--- src/hw/rtl/nearest_prototype_ema_predictor_top_macros.svh ---
// ----------------------------------------------------------------------------
// nearest prototype ema predictor assertion macros
// concurrent check helpers for the rtl top, compiled out with NO_ASSERTIONS
// ----------------------------------------------------------------------------
`ifndef NEAREST_PROTOTYPE_EMA_PREDICTOR_TOP_MACROS_SVH
`define NEAREST_PROTOTYPE_EMA_PREDICTOR_TOP_MACROS_SVH

`ifndef NO_ASSERTIONS

// same-cycle implication, checked out of reset
`define NPEP_ASSERT_NOW(lbl, ante, cons, msg) \
  lbl: assert property (@(posedge clk) disable iff (rst) (ante) |-> (cons)) \
    else $error(msg);

// next-cycle implication, checked out of reset
`define NPEP_ASSERT_NEXT(lbl, ante, cons, msg) \
  lbl: assert property (@(posedge clk) disable iff (rst) (ante) |=> (cons)) \
    else $error(msg);

`else

`define NPEP_ASSERT_NOW(lbl, ante, cons, msg)
`define NPEP_ASSERT_NEXT(lbl, ante, cons, msg)

`endif

`endif

--- src/hw/rtl/npep_pkg.sv ---
// ----------------------------------------------------------------------------
// npep_pkg
// shared types and constants of the nearest prototype ema predictor
// ----------------------------------------------------------------------------
package npep_pkg;

  // field widths
  localparam int SAMPLE_W = 16;
  localparam int VAL_W    = 15;
  localparam int IDX_W    = 3;

  // number of level registers
  localparam int LEVEL_SLOTS = 8;

  // largest q1.14 magnitude
  localparam logic [VAL_W-1:0] MAG_MAX = 15'h7fff;

  // ema weights, they sum to 65536
  localparam logic [16:0] KEEP_WEIGHT = 17'd64225;
  localparam logic [10:0] NEW_WEIGHT  = 11'd1311;

  // level reset values
  localparam logic [VAL_W-1:0] LEVEL_RESET [LEVEL_SLOTS] = '{
    15'd0, 15'd4915, 15'd9830, 15'd13107, 15'd0, 15'd0, 15'd0, 15'd0
  };

  // controller states
  typedef enum logic [2:0] {
    ST_IDLE,
    ST_ACCUM,
    ST_SEARCH,
    ST_MULT,
    ST_UPDATE,
    ST_EMIT
  } state_t;

  // controller to datapath commands
  typedef struct packed {
    logic             load;
    logic             acc_step;
    logic             search_first;
    logic             search_step;
    logic [IDX_W-1:0] model_idx;
    logic             mult;
    logic             update;
    logic             emit;
  } cmd_t;

  // datapath to controller status
  typedef struct packed {
    logic div_busy;
    logic out_busy;
  } status_t;

endpackage

--- src/hw/rtl/npep_ctrl.sv ---
// ----------------------------------------------------------------------------
// npep_ctrl
// sequencer: accept, accumulate window, search models, ema update, emit
// ----------------------------------------------------------------------------
module npep_ctrl #(
  parameter int WINDOW_LENGTH = 16,
  parameter int MODEL_COUNT   = 8
) (
  input  logic              clk,
  input  logic              rst,
  input  logic              sample_valid,
  output logic              sample_stall,
  input  npep_pkg::status_t status,
  output npep_pkg::cmd_t    cmd
);

  localparam int ACC_W = $clog2(WINDOW_LENGTH);
  localparam logic [ACC_W-1:0] LAST_ACC = ACC_W'(WINDOW_LENGTH - 1);
  localparam logic [npep_pkg::IDX_W-1:0] LAST_MODEL = npep_pkg::IDX_W'(MODEL_COUNT - 1);

  npep_pkg::state_t              state;
  npep_pkg::state_t              state_next;
  logic [ACC_W-1:0]              acc_cnt;
  logic [npep_pkg::IDX_W-1:0]    model_cnt;
  logic                          search_first;

  // state and counters
  always_ff @(posedge clk) begin
    if (rst) begin
      state        <= npep_pkg::ST_IDLE;
      acc_cnt      <= '0;
      model_cnt    <= '0;
      search_first <= 1'b0;
    end else begin
      state        <= state_next;
      search_first <= (state == npep_pkg::ST_ACCUM);
      if (cmd.load) begin
        acc_cnt <= '0;
      end else if (cmd.acc_step) begin
        acc_cnt <= acc_cnt + 1'b1;
      end
      if (state == npep_pkg::ST_ACCUM) begin
        model_cnt <= '0;
      end else if (cmd.search_step && model_cnt != LAST_MODEL) begin
        model_cnt <= model_cnt + 1'b1;
      end
    end
  end

  // next state and commands
  always_comb begin
    state_next   = state;
    sample_stall = 1'b1;
    cmd          = '0;
    case (state)
      npep_pkg::ST_IDLE: begin
        sample_stall = 1'b0;
        if (sample_valid) begin
          cmd.load   = 1'b1;
          state_next = npep_pkg::ST_ACCUM;
        end
      end
      npep_pkg::ST_ACCUM: begin
        cmd.acc_step = 1'b1;
        if (acc_cnt == LAST_ACC) begin
          state_next = npep_pkg::ST_SEARCH;
        end
      end
      npep_pkg::ST_SEARCH: begin
        cmd.search_step  = 1'b1;
        cmd.search_first = search_first;
        cmd.model_idx    = model_cnt;
        if (model_cnt == LAST_MODEL && !search_first && !status.div_busy) begin
          state_next = npep_pkg::ST_MULT;
        end
      end
      npep_pkg::ST_MULT: begin
        cmd.mult   = 1'b1;
        state_next = npep_pkg::ST_UPDATE;
      end
      npep_pkg::ST_UPDATE: begin
        cmd.update = 1'b1;
        state_next = npep_pkg::ST_EMIT;
      end
      npep_pkg::ST_EMIT: begin
        if (!status.out_busy) begin
          cmd.emit   = 1'b1;
          state_next = npep_pkg::ST_IDLE;
        end
      end
      default: begin
        state_next = npep_pkg::ST_IDLE;
      end
    endcase
  end

endmodule

--- src/hw/rtl/npep_dp.sv ---
// ----------------------------------------------------------------------------
// npep_dp
// window, level registers, distance lanes, mean, ema update and output word
// ----------------------------------------------------------------------------
module npep_dp #(
  parameter int WINDOW_LENGTH = 16,
  parameter int MODEL_COUNT   = 8
) (
  input  logic                                  clk,
  input  logic                                  rst,
  input  npep_pkg::cmd_t                        cmd,
  output npep_pkg::status_t                     status,
  input  logic signed [npep_pkg::SAMPLE_W-1:0]  sample,
  input  logic                                  cfg_write,
  input  logic [npep_pkg::IDX_W-1:0]            cfg_index,
  input  logic [npep_pkg::VAL_W-1:0]            cfg_data,
  output logic                                  result_valid,
  input  logic                                  result_stall,
  output logic signed [npep_pkg::SAMPLE_W-1:0]  drive,
  output logic [npep_pkg::IDX_W-1:0]            chosen_model
);

  localparam int VW    = npep_pkg::VAL_W;
  localparam int SH    = $clog2(WINDOW_LENGTH);
  localparam int SUM_W = VW + SH;

  logic [VW-1:0]                 level     [npep_pkg::LEVEL_SLOTS];
  logic [VW-1:0]                 avg_mem   [npep_pkg::LEVEL_SLOTS];
  logic [VW-1:0]                 window    [WINDOW_LENGTH];
  logic [SUM_W-1:0]              dist_q    [npep_pkg::LEVEL_SLOTS];
  logic [SUM_W-1:0]              sum_q;
  logic [SUM_W-1:0]              best_dist_q;
  logic [npep_pkg::IDX_W-1:0]    best_q;
  logic [npep_pkg::SAMPLE_W-1:0] sample_q;
  logic [16:0]                   mag_full;
  logic [VW-1:0]                 mag;
  logic [VW-1:0]                 tap;
  logic [VW-1:0]                 mean;
  logic                          div_busy;
  logic [31:0]                   prod_keep;
  logic [25:0]                   prod_new;
  logic [32:0]                   ema_total;
  logic [VW-1:0]                 avg_calc;
  logic [VW-1:0]                 avg_q;
  logic [npep_pkg::SAMPLE_W-1:0] drive_next;

  // saturated magnitude of the incoming sample
  assign mag_full = sample[npep_pkg::SAMPLE_W-1] ? (17'h10000 - {1'b0, sample})
                                                 : {1'b0, sample};
  assign mag = (mag_full > {2'b00, npep_pkg::MAG_MAX}) ? npep_pkg::MAG_MAX
                                                      : mag_full[VW-1:0];

  // level registers
  always_ff @(posedge clk) begin
    if (rst) begin
      for (int i = 0; i < npep_pkg::LEVEL_SLOTS; i++) begin
        level[i] <= npep_pkg::LEVEL_RESET[i];
      end
    end else if (cfg_write) begin
      level[cfg_index] <= cfg_data;
    end
  end

  // window: shift in on load, rotate once per accumulate step
  assign tap = window[0];

  always_ff @(posedge clk) begin
    if (rst) begin
      for (int i = 0; i < WINDOW_LENGTH; i++) begin
        window[i] <= '0;
      end
    end else if (cmd.load || cmd.acc_step) begin
      window[0] <= cmd.load ? mag : window[WINDOW_LENGTH-1];
      for (int i = 1; i < WINDOW_LENGTH; i++) begin
        window[i] <= window[i-1];
      end
    end
  end

  // window sum and one l1 distance lane per model
  always_ff @(posedge clk) begin
    if (cmd.load) begin
      sample_q <= sample;
      sum_q    <= '0;
      for (int j = 0; j < npep_pkg::LEVEL_SLOTS; j++) begin
        if (j < MODEL_COUNT) begin
          dist_q[j] <= '0;
        end
      end
    end else if (cmd.acc_step) begin
      sum_q <= sum_q + SUM_W'(tap);
      for (int j = 0; j < npep_pkg::LEVEL_SLOTS; j++) begin
        if (j < MODEL_COUNT) begin
          dist_q[j] <= dist_q[j] + SUM_W'((tap >= level[j]) ? (tap - level[j])
                                                            : (level[j] - tap));
        end
      end
    end
  end

  // nearest model search, one lane per cycle, ties keep the lower index
  always_ff @(posedge clk) begin
    if (cmd.search_step) begin
      if (cmd.search_first || dist_q[cmd.model_idx] < best_dist_q) begin
        best_dist_q <= dist_q[cmd.model_idx];
        best_q      <= cmd.model_idx;
      end
    end
  end

  // window mean
  generate
    if ((WINDOW_LENGTH & (WINDOW_LENGTH - 1)) == 0) begin : g_mean_shift
      assign mean     = sum_q[SH +: VW];
      assign div_busy = 1'b0;
    end else begin : g_mean_recip
      // multiply by the rounded-up reciprocal of the window length,
      // exact over the whole range of the window sum
      localparam int RK = SUM_W + SH;
      localparam logic [SUM_W:0] RECIP =
        (SUM_W+1)'(((64'd1 << RK) + 64'(WINDOW_LENGTH) - 64'd1) / 64'(WINDOW_LENGTH));

      logic [2*SUM_W:0] recip_prod;
      logic [VW-1:0]    mean_q;

      assign recip_prod = (2*SUM_W+1)'(sum_q) * (2*SUM_W+1)'(RECIP);

      // sum is final once the search starts
      always_ff @(posedge clk) begin
        if (cmd.search_first) begin
          mean_q <= recip_prod[RK +: VW];
        end
      end

      assign mean     = mean_q;
      assign div_busy = 1'b0;
    end
  endgenerate

  // ema products
  always_ff @(posedge clk) begin
    if (cmd.mult) begin
      prod_keep <= 32'(npep_pkg::KEEP_WEIGHT) * 32'(avg_mem[best_q]);
      prod_new  <= 26'(npep_pkg::NEW_WEIGHT) * 26'(mean);
    end
  end

  // ema sum, scale back and cap
  assign ema_total = {1'b0, prod_keep} + {7'd0, prod_new};
  assign avg_calc  = (ema_total[32:16] > {2'b00, npep_pkg::MAG_MAX}) ? npep_pkg::MAG_MAX
                                                                      : ema_total[30:16];

  // per-model averages
  always_ff @(posedge clk) begin
    if (rst) begin
      for (int i = 0; i < npep_pkg::LEVEL_SLOTS; i++) begin
        avg_mem[i] <= '0;
      end
    end else if (cmd.update) begin
      avg_mem[best_q] <= avg_calc;
    end
  end

  always_ff @(posedge clk) begin
    if (cmd.update) begin
      avg_q <= avg_calc;
    end
  end

  // drive takes the sign opposite to the sample, zero for a zero sample
  always_comb begin
    if (sample_q == '0) begin
      drive_next = '0;
    end else if (sample_q[npep_pkg::SAMPLE_W-1]) begin
      drive_next = {1'b0, avg_q};
    end else begin
      drive_next = 16'h0 - {1'b0, avg_q};
    end
  end

  // output word register
  always_ff @(posedge clk) begin
    if (rst) begin
      result_valid <= 1'b0;
    end else if (cmd.emit) begin
      result_valid <= 1'b1;
    end else if (!result_stall) begin
      result_valid <= 1'b0;
    end
  end

  always_ff @(posedge clk) begin
    if (cmd.emit) begin
      drive        <= drive_next;
      chosen_model <= best_q;
    end
  end

  assign status.div_busy = div_busy;
  assign status.out_busy = result_valid && result_stall;

endmodule

--- src/hw/rtl/nearest_prototype_ema_predictor_top.sv ---
// ----------------------------------------------------------------------------
// nearest_prototype_ema_predictor_top
// nearest prototype model selection with a per-model moving average
// ----------------------------------------------------------------------------
// One word is worked at a time. The accepted sample's magnitude enters the
// window, then the window is walked once while every model lane adds its L1
// distance in parallel. The search then visits the models in turn; for a
// window length that is not a power of two the mean comes from a multiply by
// the reciprocal of the length, registered as the search starts, in parallel
// with the search. The multiply, update and output steps follow the search
// in that order. A finished word waits in the output register while the next
// sample is taken; the sample side stalls whenever a word is in progress.
module nearest_prototype_ema_predictor_top #(
  parameter int WINDOW_LENGTH = 16,
  parameter int MODEL_COUNT   = 8
) (
  input  logic                                  clk,
  input  logic                                  rst,
  input  logic                                  sample_valid,
  output logic                                  sample_stall,
  input  logic signed [npep_pkg::SAMPLE_W-1:0]  sample,
  input  logic                                  cfg_write,
  input  logic [npep_pkg::IDX_W-1:0]            cfg_index,
  input  logic [npep_pkg::VAL_W-1:0]            cfg_data,
  output logic                                  result_valid,
  input  logic                                  result_stall,
  output logic signed [npep_pkg::SAMPLE_W-1:0]  drive,
  output logic [npep_pkg::IDX_W-1:0]            chosen_model
);

`include "nearest_prototype_ema_predictor_top_macros.svh"

  npep_pkg::cmd_t    cmd;
  npep_pkg::status_t status;

  // sequencer
  npep_ctrl #(
    .WINDOW_LENGTH (WINDOW_LENGTH),
    .MODEL_COUNT   (MODEL_COUNT)
  ) u_ctrl (
    .clk          (clk),
    .rst          (rst),
    .sample_valid (sample_valid),
    .sample_stall (sample_stall),
    .status       (status),
    .cmd          (cmd)
  );

  // datapath
  npep_dp #(
    .WINDOW_LENGTH (WINDOW_LENGTH),
    .MODEL_COUNT   (MODEL_COUNT)
  ) u_dp (
    .clk          (clk),
    .rst          (rst),
    .cmd          (cmd),
    .status       (status),
    .sample       (sample),
    .cfg_write    (cfg_write),
    .cfg_index    (cfg_index),
    .cfg_data     (cfg_data),
    .result_valid (result_valid),
    .result_stall (result_stall),
    .drive        (drive),
    .chosen_model (chosen_model)
  );

  // checks
  `NPEP_ASSERT_NEXT(a_one_word_at_a_time, sample_valid && !sample_stall, sample_stall,
                    "second sample taken while a word is in progress")
  `NPEP_ASSERT_NOW(a_emit_into_free_slot, cmd.emit, !(result_valid && result_stall),
                   "output word overwritten while stalled")
  `NPEP_ASSERT_NOW(a_model_in_range, result_valid,
                   chosen_model <= npep_pkg::IDX_W'(MODEL_COUNT - 1),
                   "chosen model beyond model count")

endmodule

--- config.mk ---
export PLATFORM = sky130hd
export DESIGN_NAME = nearest_prototype_ema_predictor_top
export DESIGN_NICKNAME = d
export VERILOG_FILES = /design/src/hw/rtl/npep_pkg.sv /design/src/hw/rtl/npep_ctrl.sv /design/src/hw/rtl/npep_dp.sv /design/src/hw/rtl/nearest_prototype_ema_predictor_top.sv
export VERILOG_INCLUDE_DIRS = /design/src /design/src/hw/rtl
export SDC_FILE = /design/constraint.sdc
export NUM_CORES = 2
export LEC_CHECK = 0
export BUFFER_PORTS_ARGS = -buffer_cell sky130_fd_sc_hd__buf_2
export CAP_MARGIN = 10
export CORE_UTILIZATION = 65
export CTS_BUF_LIST = sky130_fd_sc_hd__clkbuf_16
export CTS_CLUSTER_SIZE = 10
export DETAILED_ROUTE_END_ITERATION = 6
export PLACE_DENSITY_LB_ADDON = 0.25
export SLEW_MARGIN = 20
export SYNTH_ARGS = -nofsm -noshare
export SYNTH_HDL_FRONTEND = slang
export SYNTH_SLANG_ARGS = --single-unit
--- constraint.sdc ---
create_clock -name clk -period 15 [get_ports clk]
set_input_delay 0.75 -clock clk [delete_from_list [all_inputs] [get_ports clk]]
set_output_delay 0.75 -clock clk [all_outputs]
set_load 0.01 [all_outputs]
# Word-level counts from Yosys, hierarchy flattened
# Memories as Yosys holds them, arrays and structs flattened. A register that Yosys moved wholly into a read port is not among the register bits.
# Index checks and enable logic that the tools add are counted.
# W data, S select, Z words.
[classes] mux=76 mul=2 add_sub_neg=30 magnitude_cmp=11 eq_ne=13 div=0 n_bitwise=24 n_shift=0 reduce_logical=15
[op_table] operator="$mux W15" n=22
[op_table] operator="$mux W19" n=16
[op_table] operator="$sub A15 B15 Y16" n=16
[op_table] operator="$add A19 B19 Y19" n=8
[op_table] operator="$ge A15 B15 Y1" n=8
[op_table] operator="$gt A17 B15 Y1 const B" n=2
[op_table] operator="$add A31 B26 Y32" n=1
[op_table] operator="$mul A16 B15 Y31 const A" n=1
[op_table] operator="$reduce_or A15 Y1" n=2
[op_table] operator="$mux W1" n=28
[op_table] operator="$mul A11 B15 Y26 const A" n=1
[op_table] operator="$or A1 B1 Y1" n=24
[op_table] operator="$mux W3" n=7
[op_table] operator="$add A19 B15 Y19" n=1
[op_table] operator="$lt A19 B19 Y1" n=1
[op_table] operator="$pmux W3 S6" n=1
[op_table] operator="$mux W17" n=1
[op_table] operator="$sub A17 B16 Y17 const A" n=1
[op_table] operator="$logic_not A16 Y1" n=1
[op_table] operator="$sub A1 B15 Y16 const A" n=1
[op_table] operator="$eq A3 B3 Y1 const B" n=3
[op_table] operator="$eq A3 B2 Y1 const B" n=2
[op_table] operator="$ne A2 B2 Y1 const B" n=3
[op_table] operator="$reduce_or A2 Y1" n=3
[op_table] operator="13 further kinds" n=17
[word_totals] romBits=0 ram_bits=632 input_bits=39 word_cells=190 memories=4 ff_bits=160 latch_bits=0 out_inout_bits=21
[mem_list] memory="u_dp.window" depth=16 width=15 read_ports=16 rd_clocked_by_memory_dff=0 write_ports=16 line_no="npep_dp.sv:29" text="logic [VW-1:0] window [WINDOW_LENGTH];"
[mem_list] memory="u_dp.dist_q" depth=8 width=19 read_ports=9 rd_clocked_by_memory_dff=0 write_ports=8 line_no="npep_dp.sv:30" text="logic [SUM_W-1:0] dist_q [npep_pkg::LEVEL_SLOTS];"
[mem_list] memory="u_dp.avg_mem" depth=8 width=15 read_ports=1 rd_clocked_by_memory_dff=1 write_ports=8 line_no="npep_dp.sv:28" text="logic [VW-1:0] avg_mem [npep_pkg::LEVEL_SLOTS];"
[mem_list] memory="u_dp.level" depth=8 width=15 read_ports=8 rd_clocked_by_memory_dff=0 write_ports=8 line_no="npep_dp.sv:27" text="logic [VW-1:0] level [npep_pkg::LEVEL_SLOTS];"

# Longest topological paths before layout
[depth] depth_word=7 ltp_mapped=25 ltp_nobuf=24

# Modules after synthesis
# A second synthesis with hierarchy kept.
[unflattened] cells_unflattened=5282 area_unflattened_um2=57433.8
[modules_own_cells] module="npep_dp" area_per_inst_um2=56847.0 cells_per_inst=5215 instances=1 seq_area_each_um2=23312.4
[modules_own_cells] module="npep_ctrl" area_per_inst_um2=586.8 cells_per_inst=67 instances=1 seq_area_each_um2=220.2

# Least setup slack after synthesis
# OpenSTA, ideal clock, no wires.
[synth_path] kind="input to register" startpoint="input rst" endpoint="memory u_dp.window[0][0] (netlist name) (enable)" setup_slack_ns=7.917 setup_time_ns=0.615 t_arrival_ns=6.468 path_buffers=2 path_stages=3 required_time_ns=14.385 path_cell_list="clkbuf_1 clkbuf_1 or3_1"
[synth_rtl] item="start: declaration" line_no="nearest_prototype_ema_predictor_top.sv:18" text="input logic rst,"
[synth_rtl] item="end: declaration" line_no="npep_dp.sv:29"

==> flow_metrics.tcl <==
set metrics [dict create \
    status "finished clean" \
    crit_path_end_kind "flop" \
    ys.flop_type "edfxtp_1" \
    ys_types 106 \
    layout-drive-gt1-share_pct 6.86 \
    avgSynthCellArea_um2 10.5 \
    synth_area_leaders "edfxtp_1, ha_1, fa_1" \
    hold_buffers 0 \
    cts_max_level 3 \
    critPathKind "reg -> reg" \
    die_h_um 304 \
    dp_cells 6720 \
    clock-sinks 795 \
    skew_ns 0.0544 \
    crit_required_ns 15.41 \
    seq_area_frac_synth_pct 39.8 \
    post_cts_resized 0 \
    clock_latency_ns 0.70 \
    synth-seq-cells 795 \
    fin_crit_ns 7.72 \
    setup-violations-final 0 \
    remaining_drc_errors 0 \
    hold_depth 1 \
    async_flop_share_pct 0 \
    die-area_mm2 0.0922 \
    globalplace.congestion 0.961 \
    instances_no_fill 6891 \
    syn-num-nets 6503 \
    path_clk_slew_ns 0.05 \
    drv_slew 0 \
    grt-ovfl-total 0 \
    min_path_type "in -> reg" \
    power_mw 11.2 \
    post-cts-setup-buffer-count 0 \
    cts-root-buf "clkbuf_16" \
    cts_buffers 96 \
    p_per_area_mw_per_mm2 176 \
    vias 43300 \
    rsz0062_at_grt "false" \
    synth_top_area_cell "edfxtp_1" \
    grt_usage_pct 33.2 \
    whs_endpoint "u_dp.sample_q[14]" \
    ys_warn_count 0 \
    max_slew_margin_pct 23.7 \
    reg2reg_depth 21 \
    r2r-end "u_dp.prod_keep[30]" \
    wl_mm 155 \
    fin_hold_ws_ns 0.304 \
    hold_start "sample[14]" \
    cts_tree "built" \
    worst_pin_slew_ns 1.14 \
    nNetsFinal 6500 \
    viasPerCell 6.28 \
    place_hpwl_mm 113 \
    rows 110 \
    grt_pass1_vias 41700 \
    tns_ns 0 \
    numPortBuffers 59 \
    area_delta_synth_final_pct 7.10 \
    crit_arrival_ns 8.13 \
    die_x_um 304 \
    p_leak_nw 27.9 \
    antenna_left 0 \
    synth_top_area_share_pct 38.6 \
    fmax_ghz 0.129 \
    min_period_over_period_pct 51.5 \
    r2r_setup_slack_ns 7.28 \
    start_kind "flop" \
    io_pins 60 \
    syn_inst 5645 \
    ctsLongestPathBuffers 3 \
    grt_max_degree 201 \
    grt_pass1_wl_mm 236 \
    initial_core_util_pct 65.7 \
    synth_enable_flop_cells 761 \
    ir_drop_v 0.000171 \
    max_cap_viol_count 0 \
    grt_antenna_before_repair 2 \
    wl_per_cell_um 22.4 \
    crit_fanout 18 \
    synth.cell_area_mm2 0.0591 \
    drtIter0Drc 4713 \
    drt_first_pass_iters 5 \
    report.final.hold_viol_count 0 \
    design.core.area_mm2 0.0900 \
]
==> Yosys cell counts, types with 9 or more instances <==
| library cell | count |
|---|---|
| nor2b_1 | 155 |
| nor3_1 | 111 |
| o21a_1 | 53 |
| o21bai_1 | 54 |
| buf_1 | 9 |
| a21oi_1 | 374 |
| o31ai_1 | 35 |
| mux2_2 | 28 |
| nor4_1 | 15 |
| ha_1 | 653 |
| nand3_1 | 81 |
| xnor2_1 | 152 |
| mux4_2 | 49 |
| mux2i_1 | 89 |
| a21o_1 | 186 |
| a31o_2 | 11 |
| nand4_1 | 40 |
| o221ai_1 | 28 |
| nand2_1 | 225 |
| a221oi_1 | 10 |
| a21boi_0 | 15 |
| and2_1 | 245 |
| or3_1 | 36 |
| a211oi_1 | 49 |
| nor2_1 | 493 |
| edfxtp_1 | 761 |
| buf_2 | 34 |
| nand2b_1 | 64 |
| a2111oi_0 | 11 |
| o211ai_1 | 40 |
| clkbuf_1 | 149 |
| nor2_2 | 10 |
| and4_1 | 12 |
| or2_2 | 29 |
| and3_1 | 61 |
| o21ai_0 | 212 |
| nor3b_1 | 12 |
| dfxtp_1 | 34 |
| xor2_1 | 133 |
| a31oi_1 | 39 |
| a41oi_1 | 10 |
| fa_1 | 166 |
| a311oi_1 | 12 |
| inv_1 | 500 |
==> worst max-delay path, cell delays in order (launching register included) <==
cell and delay [ns]:
dfxtp_2 0.63, buf_4 0.44, mux4_2 0.56, mux2i_1 0.42, inv_1 0.24, fa_1 0.59, ha_1 0.25, fa_1 0.48
inv_1 0.06, fa_1 0.50, fa_1 0.52, inv_1 0.06, fa_1 0.45, ha_1 0.34, o21a_1 0.13, nor2_1 0.04
a31oi_1 0.30, a31oi_1 0.19, o31a_1 0.35, o211ai_1 0.28, a2111oi_0 0.14, or3b_2 0.45
==> worst max path at each step <==
stage / startpoint / end / slack, ns / cells past startpoint
5_1_grt: flop / u_dp.prod_keep[30] / 6.85 / 21
2_1_floorplan: rst / u_dp.window[0][0] / 7.92 / 3
3_3_place_gp: flop / u_dp.prod_keep[30] / 7.39 / 21
4_1_cts: flop / u_dp.prod_keep[30] / 7.23 / 21
6_report: flop / u_dp.prod_keep[30] / 7.28 / 21
3_5_place_dp: flop / u_dp.prod_keep[30] / 7.25 / 21
==> area by class of cell <==
type,count,area (um^2)
Inverter,502,1890
Sequential cell,795,23500
Timing Repair Buffer,102,633
Fill cell,6634,26700
Clock buffer,96,2400
Clock inverter,73,478
Tap cell,1176,1470
Multi-Input combinational cell,4145,32900
Antenna cell,2,5.00
==> sequential cells by signal (all words and copies together), names as in the netlist, named ones only <==
register / count
u_dp.window: 240
u_dp.dist_q: 152
u_dp.avg_mem: 120
u_dp.level: 120
u_dp.prod_keep: 31
u_dp.prod_new: 26
u_dp.best_dist_q: 19
u_dp.sum_q: 19
u_dp.drive: 16
u_dp.sample_q: 16
u_dp.avg_q: 15
u_ctrl.acc_cnt: 4
u_ctrl.model_cnt: 3
u_ctrl.state: 3
u_dp.best_q: 3
u_dp.chosen_model: 3
u_ctrl.search_first: 1
u_dp.result_valid: 1
==> report_power, final <==
part	switching [mW]	internal (mW)	leakage (nW)
clock network	0.928	1.21	1.58
registers	0.208	2.96	8.10
logic	3.41	2.45	18.2
total	4.55	6.62	27.9
==> logic make-up after synthesis <==
group	count (synthesis)	share of synthesized area [%]
AOI/OAI and AO/OA	1250	14.0
xor gates and xnor gates	286	4.26
adders and majority gates	819	19.4
buffers and inverters	705	4.63
DFF	795	39.8
muxes	169	3.99
and+or+nand+nor	1621	13.9
==> layer usage <==
layer | GRT usage (%) | up-vias | part of all wire [%]
li1 | - | 20300 | -
met1 | 44.8 | 20900 | 41
met2 | 53.4 | 1809 | 46
met3 | 4.67 | 357 | 7.9
met4 | 15.4 | 0 | 5.0
met5 | 0 | - | 0
==> cell usage in the layout (no fill, tap or decap), types with 166 or more instances in the layout <==
master	n
inv_1	545
edfxtp_1	761
a21o_1	186
o21ai_0	212
and2_1	245
nand2_1	224
ha_1	653
fa_1	166
a21oi_1	373
nor2_1	490
==> through the flow <==
stage | util (%) | setup WS [ns] | area, um^2
global placement | 67.2 | 7.39 | 60400
CTS | 70.4 | 7.23 | 63300
floorplan | - | 7.92 | 59100
detailed placement | 67.2 | 7.25 | 60400
finish | 70.4 | 7.28 | 63300
global route | 70.4 | 6.85 | 63300
Power figures use the tool's default switching activity.
